--- config.mk ---
export PLATFORM = sky130hd
export DESIGN_NAME = kth_permutation_unrank_core
export DESIGN_NICKNAME = d
export VERILOG_FILES = /design/src/rtl/kpu_pkg.sv /design/src/rtl/kpu_front.sv /design/src/rtl/kpu_back.sv /design/src/rtl/kth_permutation_unrank_core.sv
export SDC_FILE = /design/constraint.sdc
export NUM_CORES = 1
export LEC_CHECK = 0
export BUFFER_PORTS_ARGS = -buffer_cell sky130_fd_sc_hd__buf_2
export CORE_ASPECT_RATIO = 0.8
export CORE_UTILIZATION = 55
export DETAILED_ROUTE_END_ITERATION = 10
export PLACE_DENSITY = 0.7
export SLEW_MARGIN = 10
export SYNTH_ARGS = -nofsm -noshare
export SYNTH_HDL_FRONTEND = slang
export SYNTH_SLANG_ARGS = --single-unit
--- constraint.sdc ---
create_clock -name clk -period 9.1 [get_ports clk]
set_input_delay 0.91 -clock clk [delete_from_list [all_inputs] [get_ports clk]]
set_output_delay 0.91 -clock clk [all_outputs]
set_load 0.05 [all_outputs]
--- src/rtl/kpu_pkg.sv ---
// kpu_pkg: shared widths, the front-to-back job type and the factorial table function
// for the permutation unranking core. Depends on nothing.
`timescale 1ns / 1ps

package kpu_pkg;

	localparam int SIZE_W    = 4;
	localparam int RANK_W    = 19;
	localparam int DIGIT_W   = 4;
	localparam int MAX_N_DEF = 9;
	localparam int SIZE_MAX  = (1 << SIZE_W) - 1;

	localparam longint FACT_SAT = longint'(1) << RANK_W;

	typedef struct packed {
		logic [SIZE_W-1:0] n;
		logic [RANK_W-1:0] rank;
		logic              err;
	} job_t;

	// j * r!, saturated at 2^RANK_W (above any 0-based rank)
	function automatic logic [RANK_W:0] mult_fact_sat(input int r, input int j);
		longint p;
		p = longint'(j);
		if (p > FACT_SAT) begin
			p = FACT_SAT;
		end
		for (int i = 2; i <= r; i++) begin
			p = p * longint'(i);
			if (p > FACT_SAT) begin
				p = FACT_SAT;
			end
		end
		return p[RANK_W:0];
	endfunction

endpackage

--- src/rtl/kpu_front.sv ---
// kpu_front: accepts items, saturates the size, checks the rank against n! and
// holds classified jobs in a two-entry queue. Depends on kpu_pkg.
`timescale 1ns / 1ps

module kpu_front
	import kpu_pkg::*;
#(
	parameter int MAX_N = MAX_N_DEF
) (
	input  logic              clk,
	input  logic              arst_n,
	input  logic              push,
	output logic              full,
	input  logic [SIZE_W-1:0] perm_size,
	input  logic [RANK_W-1:0] perm_rank,
	output logic              job_valid,
	input  logic              job_pop,
	output job_t              job
);

	localparam int NEFF  = (MAX_N < SIZE_MAX) ? MAX_N : SIZE_MAX;
	localparam int NW    = $clog2(NEFF + 1);
	localparam int DEPTH = 2;

	logic [RANK_W:0] fact_tab [0:NEFF];

	for (genvar g = 0; g <= NEFF; g++) begin : g_fact
		assign fact_tab[g] = mult_fact_sat(g, 1);
	end

	logic [SIZE_W-1:0] n_sat;
	logic              err;
	job_t              job_in;
	logic              accept;
	logic              wr_en;
	logic              rd_en;

	job_t slot_q [0:DEPTH-1];
	logic wptr_q;
	logic rptr_q;
	logic [1:0] cnt_q;

	always_comb begin
		n_sat = (perm_size > SIZE_W'(NEFF)) ? SIZE_W'(NEFF) : perm_size;
		err = (perm_rank == '0) || ({1'b0, perm_rank} > fact_tab[n_sat[NW-1:0]]);
		job_in.n = n_sat;
		job_in.err = err;
		job_in.rank = err ? '0 : perm_rank - 1'b1;
	end

	assign full      = (cnt_q == 2'(DEPTH));
	assign accept    = push && !full;
	// size zero gives no digits, so nothing is queued
	assign wr_en     = accept && (n_sat != '0);
	assign job_valid = (cnt_q != '0);
	assign rd_en     = job_pop && job_valid;
	assign job       = slot_q[rptr_q];

	always_ff @(posedge clk or negedge arst_n) begin
		if (!arst_n) begin
			wptr_q <= 1'b0;
			rptr_q <= 1'b0;
			cnt_q  <= '0;
		end else begin
			if (wr_en) begin
				wptr_q <= ~wptr_q;
			end
			if (rd_en) begin
				rptr_q <= ~rptr_q;
			end
			cnt_q <= cnt_q + 2'(wr_en) - 2'(rd_en);
		end
	end

	always_ff @(posedge clk) begin
		if (wr_en) begin
			slot_q[wptr_q] <= job_in;
		end
	end

endmodule

--- src/rtl/kpu_back.sv ---
// kpu_back: digit sequencer. One factorial digit per unstalled cycle from the rank,
// then selection of the unused element into the result register. Depends on kpu_pkg.
`timescale 1ns / 1ps

module kpu_back
	import kpu_pkg::*;
#(
	parameter int MAX_N = MAX_N_DEF
) (
	input  logic               clk,
	input  logic               arst_n,
	input  logic               job_valid,
	output logic               job_pop,
	input  job_t               job,
	output logic               empty,
	input  logic               pop,
	output logic [DIGIT_W-1:0] digit,
	output logic               last_digit,
	output logic               rank_error
);

	localparam int NEFF = (MAX_N < SIZE_MAX) ? MAX_N : SIZE_MAX;
	localparam int IW   = (NEFF > 1) ? $clog2(NEFF) : 1;

	// thr[r][j] = j * r!, saturated
	logic [RANK_W:0] thr [0:NEFF-1][0:NEFF-1];

	for (genvar r = 0; r < NEFF; r++) begin : g_row
		for (genvar j = 0; j < NEFF; j++) begin : g_col
			assign thr[r][j] = mult_fact_sat(r, j);
		end
	end

	logic              en;
	logic              busy_q;
	logic              first_q;
	logic              err_q;
	logic [SIZE_W-1:0] left_q;
	logic [RANK_W-1:0] rank_q;

	logic              v_s1;
	logic              first_s1;
	logic              last_s1;
	logic              err_s1;
	logic [IW-1:0]     q_s1;

	logic               out_valid_q;
	logic [DIGIT_W-1:0] digit_q;
	logic               last_q;
	logic               rank_err_q;
	logic [NEFF-1:0]    mask_q;

	logic [SIZE_W-1:0] rest;
	logic [IW-1:0]     rest_i;
	logic [NEFF-1:0]   ge;
	logic [IW-1:0]     q;
	logic [RANK_W-1:0] rem;

	logic [NEFF-1:0]    base;
	logic [NEFF-1:0]    unused;
	logic [NEFF-1:0]    pre;
	logic [NEFF-1:0]    hit;
	logic [DIGIT_W-1:0] dsel;

	assign en      = !out_valid_q || pop;
	assign job_pop = en && !busy_q && job_valid;

	// quotient of the rank by rest! as a count of passed multiples
	always_comb begin
		rest   = left_q - 1'b1;
		rest_i = rest[IW-1:0];
		ge     = '0;
		for (int j = 1; j < NEFF; j++) begin
			ge[j] = ({1'b0, rank_q} >= thr[rest_i][j]);
		end
		q   = IW'($countones(ge));
		rem = rank_q - thr[rest_i][q][RANK_W-1:0];
	end

	// q-th unused element
	always_comb begin
		base   = first_s1 ? '0 : mask_q;
		unused = ~base;
		hit    = '0;
		dsel   = '0;
		for (int j = 0; j < NEFF; j++) begin
			pre = '0;
			for (int i = 0; i < j; i++) begin
				pre[i] = unused[i];
			end
			hit[j] = unused[j] && (IW'($countones(pre)) == q_s1);
			dsel = dsel | (hit[j] ? DIGIT_W'(j + 1) : '0);
		end
	end

	always_ff @(posedge clk or negedge arst_n) begin
		if (!arst_n) begin
			busy_q      <= 1'b0;
			first_q     <= 1'b0;
			left_q      <= '0;
			v_s1        <= 1'b0;
			out_valid_q <= 1'b0;
		end else if (en) begin
			v_s1        <= busy_q;
			out_valid_q <= v_s1;
			if (busy_q) begin
				left_q  <= rest;
				busy_q  <= (left_q != SIZE_W'(1));
				first_q <= 1'b0;
			end else if (job_valid) begin
				left_q  <= job.n;
				busy_q  <= 1'b1;
				first_q <= 1'b1;
			end
		end
	end

	always_ff @(posedge clk) begin
		if (en) begin
			if (busy_q) begin
				rank_q   <= rem;
				q_s1     <= q;
				first_s1 <= first_q;
				last_s1  <= (left_q == SIZE_W'(1));
				err_s1   <= err_q;
			end else if (job_valid) begin
				rank_q <= job.rank;
				err_q  <= job.err;
			end
			if (v_s1) begin
				mask_q     <= base | hit;
				digit_q    <= dsel;
				last_q     <= last_s1;
				rank_err_q <= err_s1;
			end
		end
	end

	assign empty      = !out_valid_q;
	assign digit      = digit_q;
	assign last_digit = last_q;
	assign rank_error = rank_err_q;

endmodule

--- src/rtl/kth_permutation_unrank_core.sv ---
// kth_permutation_unrank_core: top level, front classifier with job queue and
// back digit sequencer. Depends on kpu_pkg, kpu_front, kpu_back.
//
//  channel   ports                          handshake
//  input     perm_size, perm_rank           push / full
//  result    digit, last_digit, rank_error  empty / pop
//
// an item of size n takes a load step in the digit sequencer, then one digit
// per cycle from the quotient unit while no result is held; the first digit goes
// through the queue slot, load, quotient and result registers. size zero is
// dropped at the front. the two-entry job queue takes items while the sequencer
// works; a held result stalls the whole sequencer. no clearing pass after reset.
`timescale 1ns / 1ps

module kth_permutation_unrank_core
	import kpu_pkg::*;
#(
	parameter int MAX_N = MAX_N_DEF
) (
	input  logic               clk,
	input  logic               arst_n,
	input  logic               push,
	output logic               full,
	input  logic [SIZE_W-1:0]  perm_size,
	input  logic [RANK_W-1:0]  perm_rank,
	output logic               empty,
	input  logic               pop,
	output logic [DIGIT_W-1:0] digit,
	output logic               last_digit,
	output logic               rank_error
);

	logic job_valid;
	logic job_pop;
	job_t job;

	kpu_front #(
		.MAX_N(MAX_N)
	) u_front (
		.clk      (clk),
		.arst_n   (arst_n),
		.push     (push),
		.full     (full),
		.perm_size(perm_size),
		.perm_rank(perm_rank),
		.job_valid(job_valid),
		.job_pop  (job_pop),
		.job      (job)
	);

	kpu_back #(
		.MAX_N(MAX_N)
	) u_back (
		.clk       (clk),
		.arst_n    (arst_n),
		.job_valid (job_valid),
		.job_pop   (job_pop),
		.job       (job),
		.empty     (empty),
		.pop       (pop),
		.digit     (digit),
		.last_digit(last_digit),
		.rank_error(rank_error)
	);

endmodule

* Word level (Yosys, flattened, before mapping)
Memories as Yosys holds them, arrays and structs flattened.
Index checks and enable logic that the tools add are counted.
** Storage, ports and cells
- Flip-flop bits (word level) :: 54
- Memory bits (writable) :: 48
- ROM bits :: 3200
- Bits of input ports :: 27
- Output and inout port bits :: 8
- Logic and storage cells :: 142
- Memories :: 3
** Memory list
- (name not given) :: words 16, width 180, read ports 1, clocked after memory_dff 0, write ports 0, RTL line kpu_back.sv:74 : ge[j] = ({1'b0, rank_q} >= thr[rest_i][j]);
- (name not given) :: words 16, width 20, read ports 1, clocked after memory_dff 0, write ports 0, RTL line kpu_front.sv:45 : err = (perm_rank == '0) || ({1'b0, perm_rank} > fact_tab[n_sat[NW-1:0]]);
- u_front.slot_q :: words 2, width 24, read ports 1, clocked after memory_dff 0, write ports 1, RTL line kpu_front.sv:38 : job_t slot_q [0:DEPTH-1];
** Cells by class
- Add/sub/neg operators :: 24
- Magnitude comparators :: 13
- Equal/unequal tests :: 11
- Multiplexer cells :: 29
- Bitwise gates (word level) :: 16
- Reductions and logical operators :: 28
** Operators by type and width (number)
- 2-to-1 mux 180 bit :: 2
- greater-or-equal comparator 19 x 20 -> 1 bit :: 8
- 2-to-1 mux 19 bit :: 5
- binary-select mux 20 bit (select 4 bit) :: 1
- 2-to-1 mux 20 bit :: 2
- bitwise OR 4 bit :: 8
- adder 4 bit :: 7
- equality test 4 bit :: 7
- > comparator 19 x 20 -> 1 bit :: 1
- 2-to-1 mux 4 bit :: 5
- zero test 19 bit :: 1
- subtractor 19 x 1 -> 19 bit (second input constant) :: 1
- subtractor 19 bit :: 1
- adder 4 x 1 -> 4 bit :: 4
- greater-or-equal comparator 5 bit (second input constant) :: 3
- inverter 4 -> 5 bit :: 3
- adder 1 x 1 -> 2 bit :: 7
- logical AND 1 bit :: 14
- 2-to-1 mux 3 bit :: 4
- 2-to-1 mux 9 bit :: 1
- inverter 9 bit :: 1
- bitwise OR 9 bit :: 1
- 2-to-1 mux 1 bit :: 7
- AND reduction 2 bit :: 3
- 17 further kinds :: 24

* Longest topological paths before layout
- Depth in word-level cells :: 16
- Gate-level depth with buffers :: 37
- Depth with buffers taken out :: 35

* Hierarchy
A second synthesis with hierarchy kept.
** Unflattened totals
- Cell total of the unflattened synthesis :: 1148
- Area total of the unflattened synthesis :: 10481.3 sq um
** By module, submodules not included
- kpu_back :: instances 1, cells an instance 902, area each 7417.1 sq um, sequential area each 1461.4 sq um
- kpu_front :: instances 1, cells an instance 246, area each 3064.2 sq um, sequential area each 1541.5 sq um

* Least setup slack after synthesis
OpenSTA, ideal clock, no wires.
- Path type :: register -> register
- Start :: reg u_back.left_q[0]
- End :: reg u_back.rank_q[13], data pin
- Setup time :: 270 ps
- Data arrival time :: 7558 ps
- Data required time :: 8830 ps
- Slack :: 1272 ps
- Stages on the path, launching flop included :: 36
- Path buffers :: 3
- Period minus slack after synthesis :: 7828 ps
- Cell sequence :: dfrtp_1 > buf_6 > inv_1 > ha_1 > inv_1 > ha_1 > nor2_1 > inv_1 > nor2_1 > ha_1 > nand2b_1 > a21o_1 > a21oi_1 > o2111ai_1 > a211oi_1 > o31a_1 > o211ai_1 > ha_1 > inv_1 > fa_1 > fa_1 > fa_1 > clkbuf_1 > clkbuf_1 > nand2_1 > o22ai_1 > o22ai_1 > a22oi_1 > ha_1 > a21oi_1 > nor2_1 > a2111oi_0 > o21ai_0 > a221oi_2 > xor2_1 > a21oi_1
** On the way
- Longest elaborated chain between the ends :: 16
- Elaborated cells on any way between the ends :: 26
- Classes of those cells :: add/sub (9); order compare (8); mux (6); bitwise (2); memory (1)
** Ends and longest elaborated chain
- from (decl) :: RTL line kpu_back.sv:38 : logic [SIZE_W-1:0] left_q;
- from (signal assigned) :: RTL line kpu_back.sv:107 : left_q <= rest;
- from (signal assigned) :: RTL line kpu_back.sv:111 : left_q <= job.n;
- subtractor 4 x 1 -> 4 bit * :: RTL line kpu_back.sv:70 : rest = left_q - 1'b1;
- inverter 4 -> 5 bit (implied by the code) * :: RTL line kpu_back.sv:74, kpu_back.sv:77
- memory (16 x 180 bit) *
- 2-to-1 mux 180 bit (implied by the code) * :: RTL line kpu_back.sv:77 : rem = rank_q - thr[rest_i][q][RANK_W-1:0];
- 2-to-1 mux 180 bit (implied by the code) * :: RTL line kpu_back.sv:74
- greater-or-equal comparator 19 x 20 -> 1 bit :: RTL line kpu_back.sv:74
- adder 1 x 1 -> 2 bit (implied by the code) :: RTL line kpu_back.sv:76 : q = IW'($countones(ge));
- adder 1 x 4 -> 4 bit (implied by the code) or adder 4 bit (tied branches) :: RTL line kpu_back.sv:76
- adder 4 bit (implied by the code) :: RTL line kpu_back.sv:76
- adder 4 x 1 -> 4 bit (implied by the code) :: RTL line kpu_back.sv:76
- inverter 4 -> 5 bit (implied by the code) :: RTL line kpu_back.sv:77
- binary-select mux 20 bit (select 4 bit) * :: RTL line kpu_back.sv:77
- 2-to-1 mux 19 bit (implied by the code) * (2 in series) :: RTL line kpu_back.sv:77
- subtractor 19 bit * :: RTL line kpu_back.sv:77
- 2-to-1 mux 19 bit * :: RTL line kpu_back.sv:120 : if (busy_q) begin
- to (signal assigned) :: RTL line kpu_back.sv:121 : rank_q <= rem;
- to (signal assigned) :: RTL line kpu_back.sv:127 : rank_q <= job.rank;
- to (decl) :: RTL line kpu_back.sv:39 : logic [RANK_W-1:0] rank_q;
Mark *: on every way between the ends. The rest lies on a longest branch, timed or not. The select of a mux whose other input is x is not followed.
A chain may end at the register's enable or synchronous reset.

* Worst setup path in the final report
- Start :: reg u_back.left_q[1]
- End :: reg u_back.rank_q[15], data pin
Same word-level chain as after synthesis.

==> impl_metrics.toml <==
[synthesis]
syn-cell-area_um2 = 9940
synth_warnings = 0
synthDistinctLibCells = 69
synth_edf_count = 90
synthFlopType = "edfxtp_1"
synth_fp_nets = 1301
avgSynthCellArea_um2 = 8.84
ys_ff_latch = 102
ys_seq_area_frac = 0.302
synthArstFlopShare = 0.118
synthCells = 1124

[clock_tree]
numCtsBuffers = 9
clock_path_buffers = 2
insertion_delay_ns = 0.35
tritoncts = "built"
ctsHtreeMaxLevel = 3
cts.clk_slew.worst_paths_ns = 0.08
clock-sinks = 102
cts_root_buffer = "clkbuf_16"

[routing]
drt_iter0_drc = 902
drc = 1
drtPass1Iterations = 10
ant_nets = 0
num_vias = 8713
via_per_inst = 6.27
wl_per_cell_um = 19.7
finalWirelength_mm = 27.3

[worst_setup_path]
required_ns = 9.20
endpoint_kind = "flip-flop"
crit_slowest_cell = "fa_1"
cpMostUsedCell = "ha_1"
worstSetupPathType = "flip-flop to flip-flop"
max_stage_delay_ns = 0.63
cp_max_fo = 24
arrival_ns = 8.67
worstSetupStartpointType = "flip-flop"

[final_layout]
antennaDiodeCount = 0
syn_to_final_growth_pct = 8.97
fin_util = 0.619
layout-drive-gt1-share = 0.0979
nets = 1337

[sta]
timing.fmax_mhz = 117
tightest_slew_ns = 0.915
whs_ns = 0.421
finalClockSkew_ns = 0.00845
slew_headroom = 0.385
post-route-period-util = 0.941
finalHoldViolations = 0
slew_violations = 0
final.setup.tns_ns = 0
setup_viol = 0
period_minus_slack_ns = 8.57
rsz0062_at_grt = "yes"

[outcome]
violations = "design-rule violations"
status = "finished, violations left"

[floorplanning]
die_h_um = 122
initial_core_util = 0.568
io_pins = 35
rows = 43
chipWidth_um = 152
die-area_um2 = 18600
core_region_area_um2 = 17500

[grt]
grt_pass1_wl_mm = 42.8
grt_max_degree = 49
grt_pass1_vias = 7913
grt_usage = 0.298
grt_overflow = 0
antenna_found_initial = 0

[place]
io_buffers = 34
dp_hpwl_mm = 21.2
place.gp.congestion = 1.04

[min_path]
holdCritPathClass = "flip-flop to flip-flop"

[job]
cap_violations = 0
## flip-flops by register name, indices dropped and copies added (netlist names), 2 cells and up
signal and cells:
u_back.q_s1 4, u_back.rank_q 19, u_front.slot_q 48, u_back.left_q 4, u_front.cnt_q 2, u_back.digit 4, u_back.mask_q 9
## what timing repair did
action / 4_1_cts / 5_1_grt
hold buffers: 0 / 0
setup endpoints to repair: 0 / 11
buffers inserted: 0 / 1
gates resized for setup: 0 / 7
## through the flow
stage / area [um^2] / setup slack (ns) / instances
global placement: 10500 / 0.544 / 1373
CTS: 10800 / 0.397 / 1389
detailed placement: 10500 / 0.499 / 1373
finish: 10800 / 0.535 / 1390
global route: 10800 / 0.00177 / 1390
floorplan: 9940 / 1.27 / 1124
## critical path: cells and delay by family, from the launching register on
family | cells | cell delay [ns]
buf+inv | 6 | 0.89
fa+ha+maj | 8 | 3.05
simple gates | 6 | 1.72
flops | 1 | 0.47
compound gates | 11 | 2.17
## routing by layer
layer  up-vias  track usage  wire [um]
li1       4232            -          -
met1      4086        0.441      13300
met2       345        0.421      10900
met3        50       0.0862       2680
met4         0       0.0753        439
met5         -            0          0
## final timing paths
check / startpoint / to / slack (ns) / depth (start not counted)
hold reg to reg: u_back.err_q$_DFFE_PP_ / u_back.err_s1$_DFFE_PP_ / 0.42 / 0
max in group asynchronous: arst_n / u_back.left_q[1]$_DFFE_PN0P_ / 8.45 / 1
hold / removal: u_back.err_q$_DFFE_PP_ / u_back.err_s1$_DFFE_PP_ / 0.42 / 0
setup / recovery: u_back.left_q[1]$_DFFE_PN0P_ / u_back.rank_q[15]$_DFFE_PP_ / 0.53 / 31
min in group asynchronous: arst_n / u_back.left_q[3]$_DFFE_PN0P_ / 0.43 / 1
setup reg to reg: u_back.left_q[1]$_DFFE_PN0P_ / u_back.rank_q[15]$_DFFE_PP_ / 0.53 / 31
## cell usage in the layout (no fill, tap or decap), drive strengths merged, types with 4 or more instances in the layout
cell type    n
dfrtp       12
buf         78
nand2b      27
a211oi      13
nand3b       4
xor2        36
a21oi       75
xnor2       28
o21a         7
a31oi       18
clkinv       5
clkbuf       9
nor2b       12
fa          13
inv         64
or4          5
nand3       31
a21o        17
and3         5
nor4        13
edfxtp      90
nor3        26
o22ai       14
o221ai      11
nand4       14
or2          5
nor2        80
or3         10
and2         5
mux2i       26
a22oi        4
o32ai        5
ha         137
a211o        5
o21ai       80
o211ai      10
nand2      122
o31ai        5
## cell type report
class                   instances  area [um^2]
clock buffers                   9          225
clock inverters                 7         88.8
fillers                      1507         6650
inverters                      63          236
multi-input cells             906         6490
flip-flops and latches        102         3000
well taps                     225          282
repair buffers                 78          504
## kinds of logic after synthesis
kind of cell,Yosys count,synth area share
compound gates,299,0.193
xor+xnor,64,0.0564
fa+ha+maj,151,0.200
buf+inv,116,0.0466
flops,102,0.302
mux,28,0.0284
simple gates,364,0.174
## cells in the mapped netlist, types with 12 or more instances
cell        n  share of area
ha_1      137           0.17
nand2_1   122          0.046
edfxtp_1   90           0.27
nor2_1     80          0.030
o21ai_0    80          0.040
a21oi_1    75          0.038
inv_1      61          0.023
clkbuf_1   44          0.017
xor2_1     36          0.032
nand3_1    31          0.016
xnor2_1    28          0.025
nand2b_1   27          0.017
mux2i_1    26          0.026
nor3_1     26          0.013
a31oi_1    18          0.011
a21o_1     17          0.013
nand4_1    14         0.0088
o22ai_1    14         0.0088
a211oi_1   13         0.0098
fa_1       13          0.026
dfrtp_1    12          0.030
nor2b_1    12         0.0076
nor4_1     12         0.0076
Power is left out: the tool's default activity adds up to more than one toggle a clock period on the data nets, which glitch-free logic cannot reach.
